<file path="config.mk">
export PLATFORM = sky130hd
export DESIGN_NAME = unicode_transcoder_top
export DESIGN_NICKNAME = d
export VERILOG_FILES = /design/src/rtl/utx_pkg.sv /design/src/rtl/utx_front.sv /design/src/rtl/utx_back.sv /design/src/rtl/unicode_transcoder_top.sv
export SDC_FILE = /design/constraint.sdc
export NUM_CORES = 1
export LEC_CHECK = 0
export BUFFER_PORTS_ARGS = -buffer_cell sky130_fd_sc_hd__buf_2
export CAP_MARGIN = 5
export CORE_MARGIN = 2
export CORE_UTILIZATION = 50
export CTS_BUF_LIST = sky130_fd_sc_hd__clkbuf_2 sky130_fd_sc_hd__clkbuf_4 sky130_fd_sc_hd__clkbuf_8
export DETAILED_ROUTE_END_ITERATION = 6
export PLACE_DENSITY_LB_ADDON = 0.12
export SETUP_SLACK_MARGIN = 0.02
export SLEW_MARGIN = 5
export SYNTH_ARGS = -nofsm -noshare
export SYNTH_HDL_FRONTEND = slang
export SYNTH_HIERARCHICAL = 1
export SYNTH_SLANG_ARGS = --single-unit
</file>
<file path="constraint.sdc">
create_clock -name clk_i -period 8.5 [get_ports clk_i]
set_input_delay 1.7 -clock clk_i [delete_from_list [all_inputs] [get_ports clk_i]]
set_output_delay 1.7 -clock clk_i [all_outputs]
set_load 0.005 [all_outputs]
</file>
<file path="src/rtl/utx_pkg.sv">
package utx_pkg;

  localparam int unsigned CountWidth = 32;
  localparam int unsigned QueueDepth = 4;
  localparam int unsigned QueueAw    = 2;

  typedef enum logic [1:0] {
    EncUtf8   = 2'd0,
    EncUtf16  = 2'd1,
    EncUtf32  = 2'd2,
    EncLatin1 = 2'd3
  } enc_e;

  typedef enum logic [1:0] {
    StData    = 2'd0,
    StDone    = 2'd1,
    StIllegal = 2'd2,
    StNoRoom  = 2'd3
  } status_e;

  typedef enum logic [1:0] {
    RegSrcEnc = 2'd0,
    RegDstEnc = 2'd1,
    RegBudget = 2'd2
  } reg_e;

  typedef struct packed {
    logic [7:0] in_byte;
    logic       last_byte;
  } in_item_t;

  typedef struct packed {
    logic [7:0]  out_byte;
    logic        byte_valid;
    logic [1:0]  status;
    logic [31:0] bytes_consumed;
    logic [31:0] bytes_written;
    logic        last_result;
  } out_item_t;

  // front to back: one decoded code point or one status
  typedef struct packed {
    logic        is_status;
    logic [1:0]  status;
    logic [20:0] cp;
    logic [2:0]  nbytes;
    logic        add_done;
    logic [31:0] consumed;
    logic [31:0] written;
  } job_t;

  function automatic logic [31:0] sat_report(logic [CountWidth-1:0] v);
    logic [31:0] r;
    if (CountWidth > 32 && (v >> 32) != '0) begin
      r = 32'hFFFF_FFFF;
    end else begin
      r = 32'(v);
    end
    return r;
  endfunction

endpackage

</file>
<file path="src/rtl/utx_front.sv">
module utx_front (
  input  logic                   clk_i,
  input  logic                   rst_ni,
  input  logic                   push_i,
  input  utx_pkg::in_item_t      item_i,
  output logic                   full_o,
  input  logic                   cfg_valid_i,
  input  logic [1:0]             cfg_index_i,
  input  logic [31:0]            cfg_data_i,
  output utx_pkg::job_t          job_o,
  output logic                   job_valid_o,
  input  logic                   job_room_i
);

  logic [1:0]  src_q, dst_q;
  logic [31:0] budget_q;
  logic [31:0] seq_q, seq_d;
  logic [2:0]  held_q, held_d, exp_q, exp_d;
  logic [utx_pkg::CountWidth-1:0] cons_q, cons_d, wr_q, wr_d;
  logic        stop_q, stop_d;

  logic        acc;
  logic [7:0]  b;
  logic        last;
  logic [2:0]  nh;
  logic [31:0] sq;
  logic [15:0] lo16, hi16;
  logic [20:0] cp;
  logic        bad, norep;
  logic [2:0]  n;
  logic [utx_pkg::CountWidth:0] wsum;
  logic [utx_pkg::CountWidth:0] csum;
  logic [32:0] wneed;
  utx_pkg::job_t job;
  logic        emit;

  assign full_o = !job_room_i;
  assign acc    = push_i && job_room_i;
  assign b      = item_i.in_byte;
  assign last   = item_i.last_byte;

  always_comb begin
    seq_d  = seq_q;
    held_d = held_q;
    exp_d  = exp_q;
    cons_d = cons_q;
    wr_d   = wr_q;
    stop_d = stop_q;
    emit   = 1'b0;
    job    = '0;
    bad    = 1'b0;
    norep  = 1'b0;
    cp     = '0;
    n      = '0;
    nh     = held_q + 3'd1;
    sq     = seq_q | ({24'd0, b} << {held_q[1:0], 3'b000});
    lo16   = sq[15:0];
    hi16   = sq[31:16];
    wsum   = '0;
    csum   = '0;
    wneed  = '0;
    job.consumed = utx_pkg::sat_report(cons_q);
    job.written  = utx_pkg::sat_report(wr_q);
    job.is_status = 1'b1;
    if (acc) begin
      if (stop_q) begin
        if (last) begin
          seq_d = '0; held_d = '0; exp_d = '0; cons_d = '0; wr_d = '0; stop_d = 1'b0;
        end
      end else begin
        exp_d = exp_q;
        if (nh == 3'd1) begin
          unique case (utx_pkg::enc_e'(src_q))
            utx_pkg::EncUtf8: begin
              if (b < 8'h80) exp_d = 3'd1;
              else if (b[7:5] == 3'b110) exp_d = 3'd2;
              else if (b[7:4] == 4'b1110) exp_d = 3'd3;
              else if (b[7:3] == 5'b11110) exp_d = 3'd4;
              else bad = 1'b1;
            end
            utx_pkg::EncUtf16: exp_d = 3'd2;
            utx_pkg::EncUtf32: exp_d = 3'd4;
            default: exp_d = 3'd1;
          endcase
        end else if (utx_pkg::enc_e'(src_q) == utx_pkg::EncUtf8) begin
          if (b[7:6] != 2'b10) bad = 1'b1;
        end else if (utx_pkg::enc_e'(src_q) == utx_pkg::EncUtf16 && nh == 3'd2) begin
          if (lo16 >= 16'hD800 && lo16 <= 16'hDFFF) begin
            if (lo16 > 16'hDBFF) bad = 1'b1;
            else exp_d = 3'd4;
          end
        end
        if (!bad && nh >= exp_d) begin
          unique case (utx_pkg::enc_e'(src_q))
            utx_pkg::EncUtf8: begin
              unique case (exp_d)
                3'd1: cp = {13'd0, sq[7:0]};
                3'd2: begin
                  cp = {10'd0, sq[4:0], sq[13:8]};
                  bad = cp < 21'h80;
                end
                3'd3: begin
                  cp = {5'd0, sq[3:0], sq[13:8], sq[21:16]};
                  bad = cp < 21'h800;
                end
                default: begin
                  cp = {sq[2:0], sq[13:8], sq[21:16], sq[29:24]};
                  bad = cp < 21'h10000 || cp > 21'h10FFFF;
                end
              endcase
            end
            utx_pkg::EncUtf16: begin
              if (exp_d == 3'd2) begin
                cp = {5'd0, lo16};
              end else begin
                bad = hi16 < 16'hDC00 || hi16 > 16'hDFFF;
                cp  = 21'h10000 + {1'b0, lo16[9:0], hi16[9:0]};
              end
            end
            utx_pkg::EncUtf32: begin
              bad = sq > 32'h10FFFF;
              cp  = sq[20:0];
            end
            default: cp = {13'd0, sq[7:0]};
          endcase
          if (!bad) begin
            unique case (utx_pkg::enc_e'(dst_q))
              utx_pkg::EncUtf8:
                n = cp < 21'h80 ? 3'd1 : cp < 21'h800 ? 3'd2 : cp < 21'h10000 ? 3'd3 : 3'd4;
              utx_pkg::EncUtf16: begin
                norep = cp >= 21'hD800 && cp <= 21'hDFFF;
                n = cp < 21'h10000 ? 3'd2 : 3'd4;
              end
              utx_pkg::EncUtf32: n = 3'd4;
              default: begin
                norep = cp > 21'hFF;
                n = 3'd1;
              end
            endcase
            wsum  = {1'b0, wr_q} + (utx_pkg::CountWidth+1)'(n);
            wneed = (utx_pkg::CountWidth >= 32 && (wsum >> 32) != '0) ? 33'h1_0000_0000
                  : 33'(wsum);
          end
        end
        if (bad) begin
          emit = 1'b1;
          job.status = utx_pkg::StIllegal;
        end else if (nh < exp_d) begin
          if (last) begin
            emit = 1'b1;
            job.status = utx_pkg::StIllegal;
            bad = 1'b1;
          end
        end else if (norep || wneed > {1'b0, budget_q}) begin
          emit = 1'b1;
          bad = 1'b1;
          job.status = utx_pkg::StNoRoom;
        end else begin
          emit = 1'b1;
          csum = {1'b0, cons_q} + (utx_pkg::CountWidth+1)'(exp_d);
          cons_d = csum[utx_pkg::CountWidth] ? '1 : csum[utx_pkg::CountWidth-1:0];
          wr_d   = wsum[utx_pkg::CountWidth] ? '1 : wsum[utx_pkg::CountWidth-1:0];
          job.is_status = 1'b0;
          job.status    = utx_pkg::StDone;
          job.cp        = cp;
          job.nbytes    = n;
          job.add_done  = last;
          job.consumed  = utx_pkg::sat_report(cons_d);
          job.written   = utx_pkg::sat_report(wr_d);
        end
        if (bad) begin
          seq_d = '0; held_d = '0; exp_d = '0; stop_d = 1'b1;
        end else if (nh < exp_d) begin
          seq_d = sq; held_d = nh;
        end else begin
          seq_d = '0; held_d = '0; exp_d = '0;
        end
        if (last) begin
          seq_d = '0; held_d = '0; exp_d = '0; cons_d = '0; wr_d = '0; stop_d = 1'b0;
        end
      end
    end
    if (cfg_valid_i && utx_pkg::reg_e'(cfg_index_i) == utx_pkg::RegSrcEnc) begin
      seq_d = '0; held_d = '0; exp_d = '0;
    end
  end

  assign job_o       = job;
  assign job_valid_o = emit;

  always_ff @(posedge clk_i or negedge rst_ni) begin
    if (!rst_ni) begin
      src_q <= '0; dst_q <= '0; budget_q <= '1;
      seq_q <= '0; held_q <= '0; exp_q <= '0;
      cons_q <= '0; wr_q <= '0; stop_q <= 1'b0;
    end else begin
      seq_q <= seq_d; held_q <= held_d; exp_q <= exp_d;
      cons_q <= cons_d; wr_q <= wr_d; stop_q <= stop_d;
      if (cfg_valid_i) begin
        unique case (cfg_index_i)
          utx_pkg::RegSrcEnc: src_q <= cfg_data_i[1:0];
          utx_pkg::RegDstEnc: dst_q <= cfg_data_i[1:0];
          utx_pkg::RegBudget: budget_q <= cfg_data_i;
          default: ;
        endcase
      end
    end
  end

endmodule

</file>
<file path="src/rtl/utx_back.sv">
module utx_back (
  input  logic              clk_i,
  input  logic              rst_ni,
  input  logic [1:0]        dst_i,
  input  utx_pkg::job_t     job_i,
  input  logic              job_valid_i,
  output logic              job_room_o,
  output utx_pkg::out_item_t item_o,
  output logic              empty_o,
  input  logic              pop_i
);

  utx_pkg::job_t q_mem [utx_pkg::QueueDepth];
  logic [utx_pkg::QueueAw-1:0] wp_q, rp_q;
  logic [utx_pkg::QueueAw:0]   cnt_q;
  logic [2:0]  idx_q;
  logic        qpop;
  utx_pkg::job_t h;
  logic [7:0]  bb [4];
  logic [19:0] r;
  logic [15:0] hs, ls;
  logic [2:0]  tot;
  logic        last_item;

  assign job_room_o = cnt_q != (utx_pkg::QueueAw + 1)'(utx_pkg::QueueDepth);
  assign h       = q_mem[rp_q];
  assign empty_o = cnt_q == '0;

  always_comb begin
    r  = 20'(h.cp - 21'h10000);
    hs = {6'd0, r[19:10]} + 16'hD800;
    ls = {6'd0, r[9:0]} + 16'hDC00;
    bb[0] = h.cp[7:0]; bb[1] = h.cp[15:8]; bb[2] = {3'd0, h.cp[20:16]}; bb[3] = '0;
    unique case (utx_pkg::enc_e'(dst_i))
      utx_pkg::EncUtf8: begin
        unique case (h.nbytes)
          3'd1: bb[0] = h.cp[7:0];
          3'd2: begin
            bb[0] = {3'b110, h.cp[10:6]}; bb[1] = {2'b10, h.cp[5:0]};
          end
          3'd3: begin
            bb[0] = {4'b1110, h.cp[15:12]}; bb[1] = {2'b10, h.cp[11:6]};
            bb[2] = {2'b10, h.cp[5:0]};
          end
          default: begin
            bb[0] = {5'b11110, h.cp[20:18]}; bb[1] = {2'b10, h.cp[17:12]};
            bb[2] = {2'b10, h.cp[11:6]}; bb[3] = {2'b10, h.cp[5:0]};
          end
        endcase
      end
      utx_pkg::EncUtf16: begin
        if (h.nbytes == 3'd4) begin
          bb[0] = hs[7:0]; bb[1] = hs[15:8]; bb[2] = ls[7:0]; bb[3] = ls[15:8];
        end
      end
      default: ;
    endcase
    tot       = h.nbytes + {2'd0, h.add_done};
    item_o    = '0;
    last_item = 1'b1;
    if (h.is_status) begin
      item_o.status         = h.status;
      item_o.bytes_consumed = h.consumed;
      item_o.bytes_written  = h.written;
      item_o.last_result    = 1'b1;
    end else if (idx_q == h.nbytes) begin
      item_o.status         = utx_pkg::StDone;
      item_o.bytes_consumed = h.consumed;
      item_o.bytes_written  = h.written;
      item_o.last_result    = 1'b1;
    end else begin
      item_o.out_byte    = bb[idx_q[1:0]];
      item_o.byte_valid  = 1'b1;
      last_item          = idx_q + 3'd1 == tot;
      item_o.last_result = last_item;
    end
    qpop = pop_i && !empty_o && last_item;
  end

  always_ff @(posedge clk_i) begin
    if (job_valid_i && job_room_o) q_mem[wp_q] <= job_i;
  end

  always_ff @(posedge clk_i or negedge rst_ni) begin
    if (!rst_ni) begin
      wp_q <= '0; rp_q <= '0; cnt_q <= '0; idx_q <= '0;
    end else begin
      if (job_valid_i && job_room_o) wp_q <= wp_q + 1'b1;
      if (qpop) begin
        rp_q  <= rp_q + 1'b1;
        idx_q <= '0;
      end else if (pop_i && !empty_o) begin
        idx_q <= idx_q + 3'd1;
      end
      cnt_q <= cnt_q + {2'd0, job_valid_i && job_room_o} - {2'd0, qpop};
    end
  end

endmodule

</file>
<file path="src/rtl/unicode_transcoder_top.sv">
// A completed code point is registered into the job queue as its last byte is accepted.
// Throughput: one source byte per cycle while not full; one result per cycle drains a 4-entry
// job queue. A code point expands to up to five results, so long bursts fill it, raising full.
// Reset: asynchronous, active low; encodings UTF-8, budget all ones, run state cleared.
module unicode_transcoder_top (
  input  logic               clk_i,
  input  logic               rst_ni,
  input  logic               push,
  output logic               full,
  input  utx_pkg::in_item_t  in_item_i,
  output logic               empty,
  input  logic               pop,
  output utx_pkg::out_item_t out_item_o,
  input  logic               cfg_valid_i,
  output logic               cfg_ready_o,
  input  logic [1:0]         cfg_index_i,
  input  logic [31:0]        cfg_data_i
);

  utx_pkg::job_t job;
  logic          job_valid, job_room;
  logic [1:0]    dst_q;

  assign cfg_ready_o = 1'b1;

  always_ff @(posedge clk_i or negedge rst_ni) begin
    if (!rst_ni) begin
      dst_q <= '0;
    end else if (cfg_valid_i && utx_pkg::reg_e'(cfg_index_i) == utx_pkg::RegDstEnc) begin
      dst_q <= cfg_data_i[1:0];
    end
  end

  utx_front u_front (
    .clk_i, .rst_ni,
    .push_i(push), .item_i(in_item_i), .full_o(full),
    .cfg_valid_i, .cfg_index_i, .cfg_data_i,
    .job_o(job), .job_valid_o(job_valid), .job_room_i(job_room)
  );

  utx_back u_back (
    .clk_i, .rst_ni, .dst_i(dst_q),
    .job_i(job), .job_valid_i(job_valid), .job_room_o(job_room),
    .item_o(out_item_o), .empty_o(empty), .pop_i(pop)
  );

endmodule

</file>
Word-level counts from Yosys, hierarchy flattened
Memories as Yosys holds them, arrays and structs flattened.
Index checks and enable logic that the tools add are counted.
{"block": "totals", "mem_count": 1, "input_bits": 48, "out_inout_bits": 79, "ram_bits": 368, "register_bits": 151, "wordCells": 253}
{"name": "u_back.q_mem", "words": 4, "width": 92, "read_ports": 1, "rd_clocked_by_memory_dff": 0, "wr": 1, "line": "utx_back.sv:13", "text": "utx_pkg::job_t q_mem [utx_pkg::QueueDepth];"}
{"block": "op_classes", "add_sub_neg": 13, "n_bitwise": 2, "order_cmp": 21, "n_eq_ne": 28, "mux": 142, "n_reduce_logical": 31, "shift": 1}
{"cell": "$mux 32", "n": 20}
{"cell": "$mux 33", "n": 9}
{"cell": "$mux 89", "n": 3}
{"cell": "$mux 92", "n": 2}
{"cell": "$pmux 21 s3", "n": 2}
{"cell": "$mux 3", "n": 36}
{"cell": "$mux 21", "n": 5}
{"cell": "$mux 67", "n": 1}
{"cell": "$add 32x3->33", "n": 2}
{"cell": "$mux 65", "n": 1}
{"cell": "$pmux 32 s2", "n": 1}
{"cell": "$pmux 8 s3", "n": 2}
{"cell": "$mux 1", "n": 44}
{"cell": "$lt 21x17->1 const B", "n": 2}
{"cell": "$gt 33x32->1", "n": 1}
{"cell": "$add 11x15->16 const B", "n": 2}
{"cell": "$gt 16x16->1 const B", "n": 2}
{"cell": "$gt 32x21->1 const B", "n": 1}
{"cell": "$or 32x32->32", "n": 1}
{"cell": "$shl 8x5->32", "n": 1}
{"cell": "$mux 8", "n": 3}
{"cell": "$add 17x20->21 const A", "n": 1}
{"cell": "$ge 21x16->1 const B", "n": 1}
{"cell": "$gt 21x21->1 const B", "n": 1}
{"cell": "46 further kinds", "n": 94}

Logic depth before layout (Yosys ltp)
{"block": "depth", "ltp_word": 43, "depth_mapped": 45, "ltp_nobuf": 39}

Modules after synthesis
Netlist, hierarchy kept.
{"module": "utx_back", "instances": 1, "cells_per_inst": 802, "area_per_inst_um2": 15563.7, "seq_area_each_um2": 11300.8}
{"module": "utx_front", "instances": 1, "cells_per_inst": 1469, "area_per_inst_um2": 11511.0, "seq_area_each_um2": 3518.4}
{"module": "unicode_transcoder_top", "instances": 1, "cells_per_inst": 7, "area_per_inst_um2": 111.4, "seq_area_each_um2": 50.0}

Worst setup path after synthesis
Ideal clock, no wire load.
{"block": "synth_path", "path_kind": "input port to flip-flop", "start": "in in_item_i[3] (netlist bit)", "end": "mem u_back/q_mem[0][60] (netlist bit) (data pin)", "stages": 38, "t_arrival_ns": 9.082, "setup_time_ns": 0.273, "t_required_ns": 8.227, "path_buffers": 5, "path_slack_ns": -0.855, "cell_sequence": "clkbuf_1 -> a211o_1 -> o31a_4 -> a21oi_4 -> clkbuf_1 -> nand2_1 -> a2bb2oi_1 -> o211ai_1 -> a21oi_1 -> nor3_1 -> inv_1 -> a21o_1 -> a21oi_1 -> ha_1 -> fa_1 -> a21oi_1 -> nor2_1 -> nand2_1 -> (+2 left out) -> nand4_1 -> nand2_1 -> clkbuf_1 -> nor2_1 -> ha_1 -> a21o_1 -> a21o_1 -> a2111oi_0 -> o211a_1 -> a21bo_2 -> nor4b_2 -> a32o_1 -> and2_1 -> buf_6 -> inv_4 -> buf_6 -> nor3_1 -> mux2_1"}
{"item": "from (decl)", "line": "unicode_transcoder_top.sv:10", "text": "input utx_pkg::in_item_t in_item_i,"}
{"item": "to (decl)", "line": "utx_back.sv:13"}

==> impl_metrics.csv <==
group,metric,value,unit
outcome,outcome,"finished clean",
power_and_ir_drop,cell_internal_pwr,5.93,mW
placement,placed_cells_incl_taps,3163,
detailed_routing,detail_route.wirelength.met1,35.8,mm
timing,setup_total_negative_slack,0,ps
yosys,synth.yosys.warnings,6,
timing,timing_worst_slew_pin_value,1130,ps
yosys,synth_enable_flop_cells,368,
grt,groute.usage.overall,27.5,%
floorplan,floorplan.core_area,53800,um2
clock_network,worst_skew_pair.late_latency,680,ps
layout,final_net_count,2690,
setup_path,slowest_delay,350,ps
timing,setup_viol,0,
worst_hold_path,class_of_the_most_critical_hold_timing_path,"register to register",
setup_path,critical-path-top-cell-by-count,"buf_4",
detailed_routing,route.detailed.wl_per_inst,23.4,um
power_and_ir_drop,clockPowerShare,24.8,%
yosys,synthFlopType,"edfxtp_1",
clock_network,path_clk_slew,60,ps
setup_path,cp_max_fo,10,
timing,fin_skew,33.7,ps
placement,io_buffer_count,125,
detailed_routing,vias_per_cell,6.08,
yosys,yosys.cell_count.top_type,"edfxtp_1",
detailed_routing,final_antenna_net_count,0,
yosys,number_of_distinct_library_cells_after_synthesis,104,
clock_network,htreeDepth,3,
placement,dpl-instance-area,30100,um2
setup_path,critical_path_class,"input port to register",
yosys,synth_largest_area_cell,"edfxtp_1",
timing,grt_setup_unrepaired,"true",
power_and_ir_drop,leakage,12.8,nW
setup_path,worst_setup_path_end_kind,"register",
clock_network,clock_path_buffers,3,
placement,dpl.hpwl,53.0,mm
floorplan,vert_die_dim,237,um
grt,globalRoute.totalOverflow,0,
detailed_routing,met2RoutedLength,35.5,mm
floorplan,initial_core_util,50.5,%
detailed_routing,detailroute.via_count,20300,
yosys,synth.cells.most_frequent,"edfxtp_1, nand2_1, nor2_1",
power_and_ir_drop,fin_total_pwr,9.24,mW
floorplan,floorplan.die_area,56300,um2
power_and_ir_drop,total_power_per_unit_cell_area,282,nW/um2
power_and_ir_drop,switching_share,35.8,%
yosys,syn_nets,2392,
detailed_routing,detail_route_met3_wl,4.70,mm
yosys,synthesis.instances,2278,
detailed_routing,drt_iter0_drcs,1942,
yosys,synthArstFlopShare,29.1,%
clock_network,cts_made_buffers,84,
layout,post_layout_nonfiller_instances,3343,
yosys,syn_area,27200,um2
layout,post_route_cells_drive_above_1_share,32.1,%
power_and_ir_drop,fraction_of_power_consumed_by_sequential_logic,35.4,%
timing,finalHoldWorstSlack,481,ps
timing,achievable-frequency,119,MHz
power_and_ir_drop,power_frac_comb,39.8,%
clock_network,ctsRootBufferMaster,"clkbuf_8",
clock_network,cts_tree,"done",
grt,grt_max_degree,101,
setup_path,cp_data_arrival_time,8920,ps
layout,final_instance_area,32800,um2
layout,diodes,0,
timing,report.final.hold_viol_count,0,
layout,postLayoutCoreUtil,60.9,%
floorplan,count_of_standard_cell_rows,85,
detailed_routing,routed_wirelength,78.1,mm
yosys,synth.yosys.seq_area_share,54.7,%
grt,grt_first_pass_wirelength,119,mm
grt,antenna_found_initial,2,
timing,post-route-worst-setup-slack,124,ps
timing,slew-limit-headroom,24.6,%
yosys,avgSynthCellArea,11.9,um2
layout,layout-area-overhead-vs-synth,20.6,%
detailed_routing,dr.pass1.iters,5,
detailed_routing,drc,0,
power_and_ir_drop,worst_ir_drop_vdd,0.223,mV
detailed_routing,highest-signal-layer,"met4",
floorplan,io-pin-count,127,
timing,final.period_utilization,98.5,%
floorplan,die_w,237,um
setup_path,worstPathRequired,9040,ps
clock_network,clock-sinks,519,
yosys,synth.ff_latch_count,519,
setup_path,crit_path_start_kind,"input port",
placement,place.gp.congestion,0.962,
yosys,ys_top_cells_by_area,"edfxtp_1, dfrtp_1, mux4_2",
timing,period_needed,8380,ps
setup_path,critical-path-slowest-cell,"o311ai_4",
grt,vias_in_the_first_global_route,20100,
yosys,netlist.area_leader.share,40.6,%
placement,place_ws,-859,ps
timing,maxSlewViolCount,0,
power_and_ir_drop,netSwitchingPower,3.31,mW
job,cap_viol_max_count,0,
routing by layer:
metal	global-route usage, %	vias up
met1	40.7	10200
met3	3.96	134
met2	42.4	761
met4	8.33	0
met5	0	-
li1	-	9281
state kept, by name, indices dropped and copies added (netlist names):
| name | count |
|---|---|
| u_back/q_mem | 368 |
| u_front/src_q | 2 |
| u_back/rp_q | 2 |
| u_front/dst_q | 2 |
| u_back/idx_q | 3 |
| u_front/wr_q | 32 |
| u_front/seq_q | 32 |
| dst_q | 2 |
| u_back/wp_q | 2 |
| u_front/exp_q | 3 |
| u_back/cnt_q | 3 |
| u_front/budget_q | 32 |
| u_front/cons_q | 32 |
| u_front/stop_q | 1 |
| u_front/held_q | 3 |
power groups by stage:
stage	logic, mW	registers (mW)	clock network, mW
floorplan	2.38	3.18	0
global placement	3.48	3.31	0
detailed placement	3.49	3.33	0
CTS	3.52	3.28	2.34
global route	3.96	3.31	2.43
finish	3.68	3.27	2.29
cells by family (layout without fill, tap and decap cells):
family | count (synthesis) | in the layout | synth area share (%)
AOI/OAI and AO/OA | 586 | 586 | 14.2
xor gates and xnor gates | 49 | 49 | 1.58
adders and majority gates | 66 | 66 | 3.12
buffers and inverters | 227 | 595 | 3.70
DFF | 519 | 519 | 54.7
muxes | 158 | 158 | 10.3
other | 1 | 1 | 0.0138
and+or+nand+nor | 672 | 673 | 12.4
final timing paths:
check / from / endpoint / slack, ps / cells after the start
setup / recovery: in_item_i[7] / u_back/q_mem[1][65]$_DFFE_PP_ / 120 / 39
hold / removal: u_front/seq_q[17]$_DFFE_PN0P_ / u_front/seq_q[17]$_DFFE_PN0P_ / 480 / 2
setup reg to reg: u_front/held_q[0]$_DFFE_PN0P_ / u_back/q_mem[1][65]$_DFFE_PP_ / 260 / 38
hold reg to reg: u_front/seq_q[17]$_DFFE_PN0P_ / u_front/seq_q[17]$_DFFE_PN0P_ / 480 / 2
max in group asynchronous: rst_ni / u_back/rp_q[1]$_DFFE_PN0P_ / 5830 / 2
min in group asynchronous: rst_ni / u_front/seq_q[31]$_DFFE_PN0P_ / 1130 / 1
placed cells by master (no fill, tap or decap), types with 12 or more instances in the layout:
master | netlist | layout
edfxtp_1 | 368 | 368
buf_4 | 8 | 201
nand2_1 | 188 | 177
nor2_1 | 155 | 137
a21oi_1 | 146 | 129
buf_2 | 32 | 120
dfrtp_1 | 119 | 117
o21ai_0 | 137 | 116
clkbuf_8 | 0 | 95
mux4_2 | 92 | 92
nor2b_1 | 83 | 81
inv_1 | 78 | 78
ha_1 | 63 | 61
nand3_1 | 48 | 47
clkbuf_4 | 0 | 41
mux2_2 | 40 | 40
a21o_1 | 35 | 35
dfstp_2 | 32 | 32
nor3_1 | 47 | 31
xor2_1 | 27 | 26
nand4_1 | 24 | 24
o22a_1 | 24 | 23
xnor2_1 | 22 | 22
and3_1 | 26 | 21
a22oi_1 | 22 | 21
o22ai_1 | 20 | 19
mux2i_1 | 20 | 18
nor4_1 | 19 | 18
nand2b_1 | 17 | 17
a31oi_1 | 34 | 17
a21oi_2 | 1 | 15
nor2_4 | 1 | 14
buf_12 | 0 | 13
o211ai_1 | 13 | 13
o21ai_1 | 3 | 13
nor3_2 | 2 | 13
a31o_1 | 12 | 12
worst max-delay path, delay by kind of cell:
kind            cells  cell delay [ps]
compound gates     15             3220
simple gates       10             1760
buf+inv            11             1570
fa+ha+maj           2              530
xor+xnor            1              150
timing repair:
item | CTS | global route
setup buffers | 1 | 25
resized for setup | 11 | 134
setup endpoints to repair | 204 | 421
pin swaps | 0 | 37
hold buffers | 0 | 0
cloned | 0 | 3
layout make-up:
class | count | area [um2]
clock buffers | 136 | 1620
clock inverters | 21 | 186
fillers | 4364 | 21000
inverters | 82 | 320
multi-input cells | 1533 | 12300
flip-flops and latches | 519 | 14900
well taps | 696 | 871
repair buffers | 354 | 2630
repair inverters | 2 | 20.0
No activity file was read; power rests on OpenSTA's default activity.
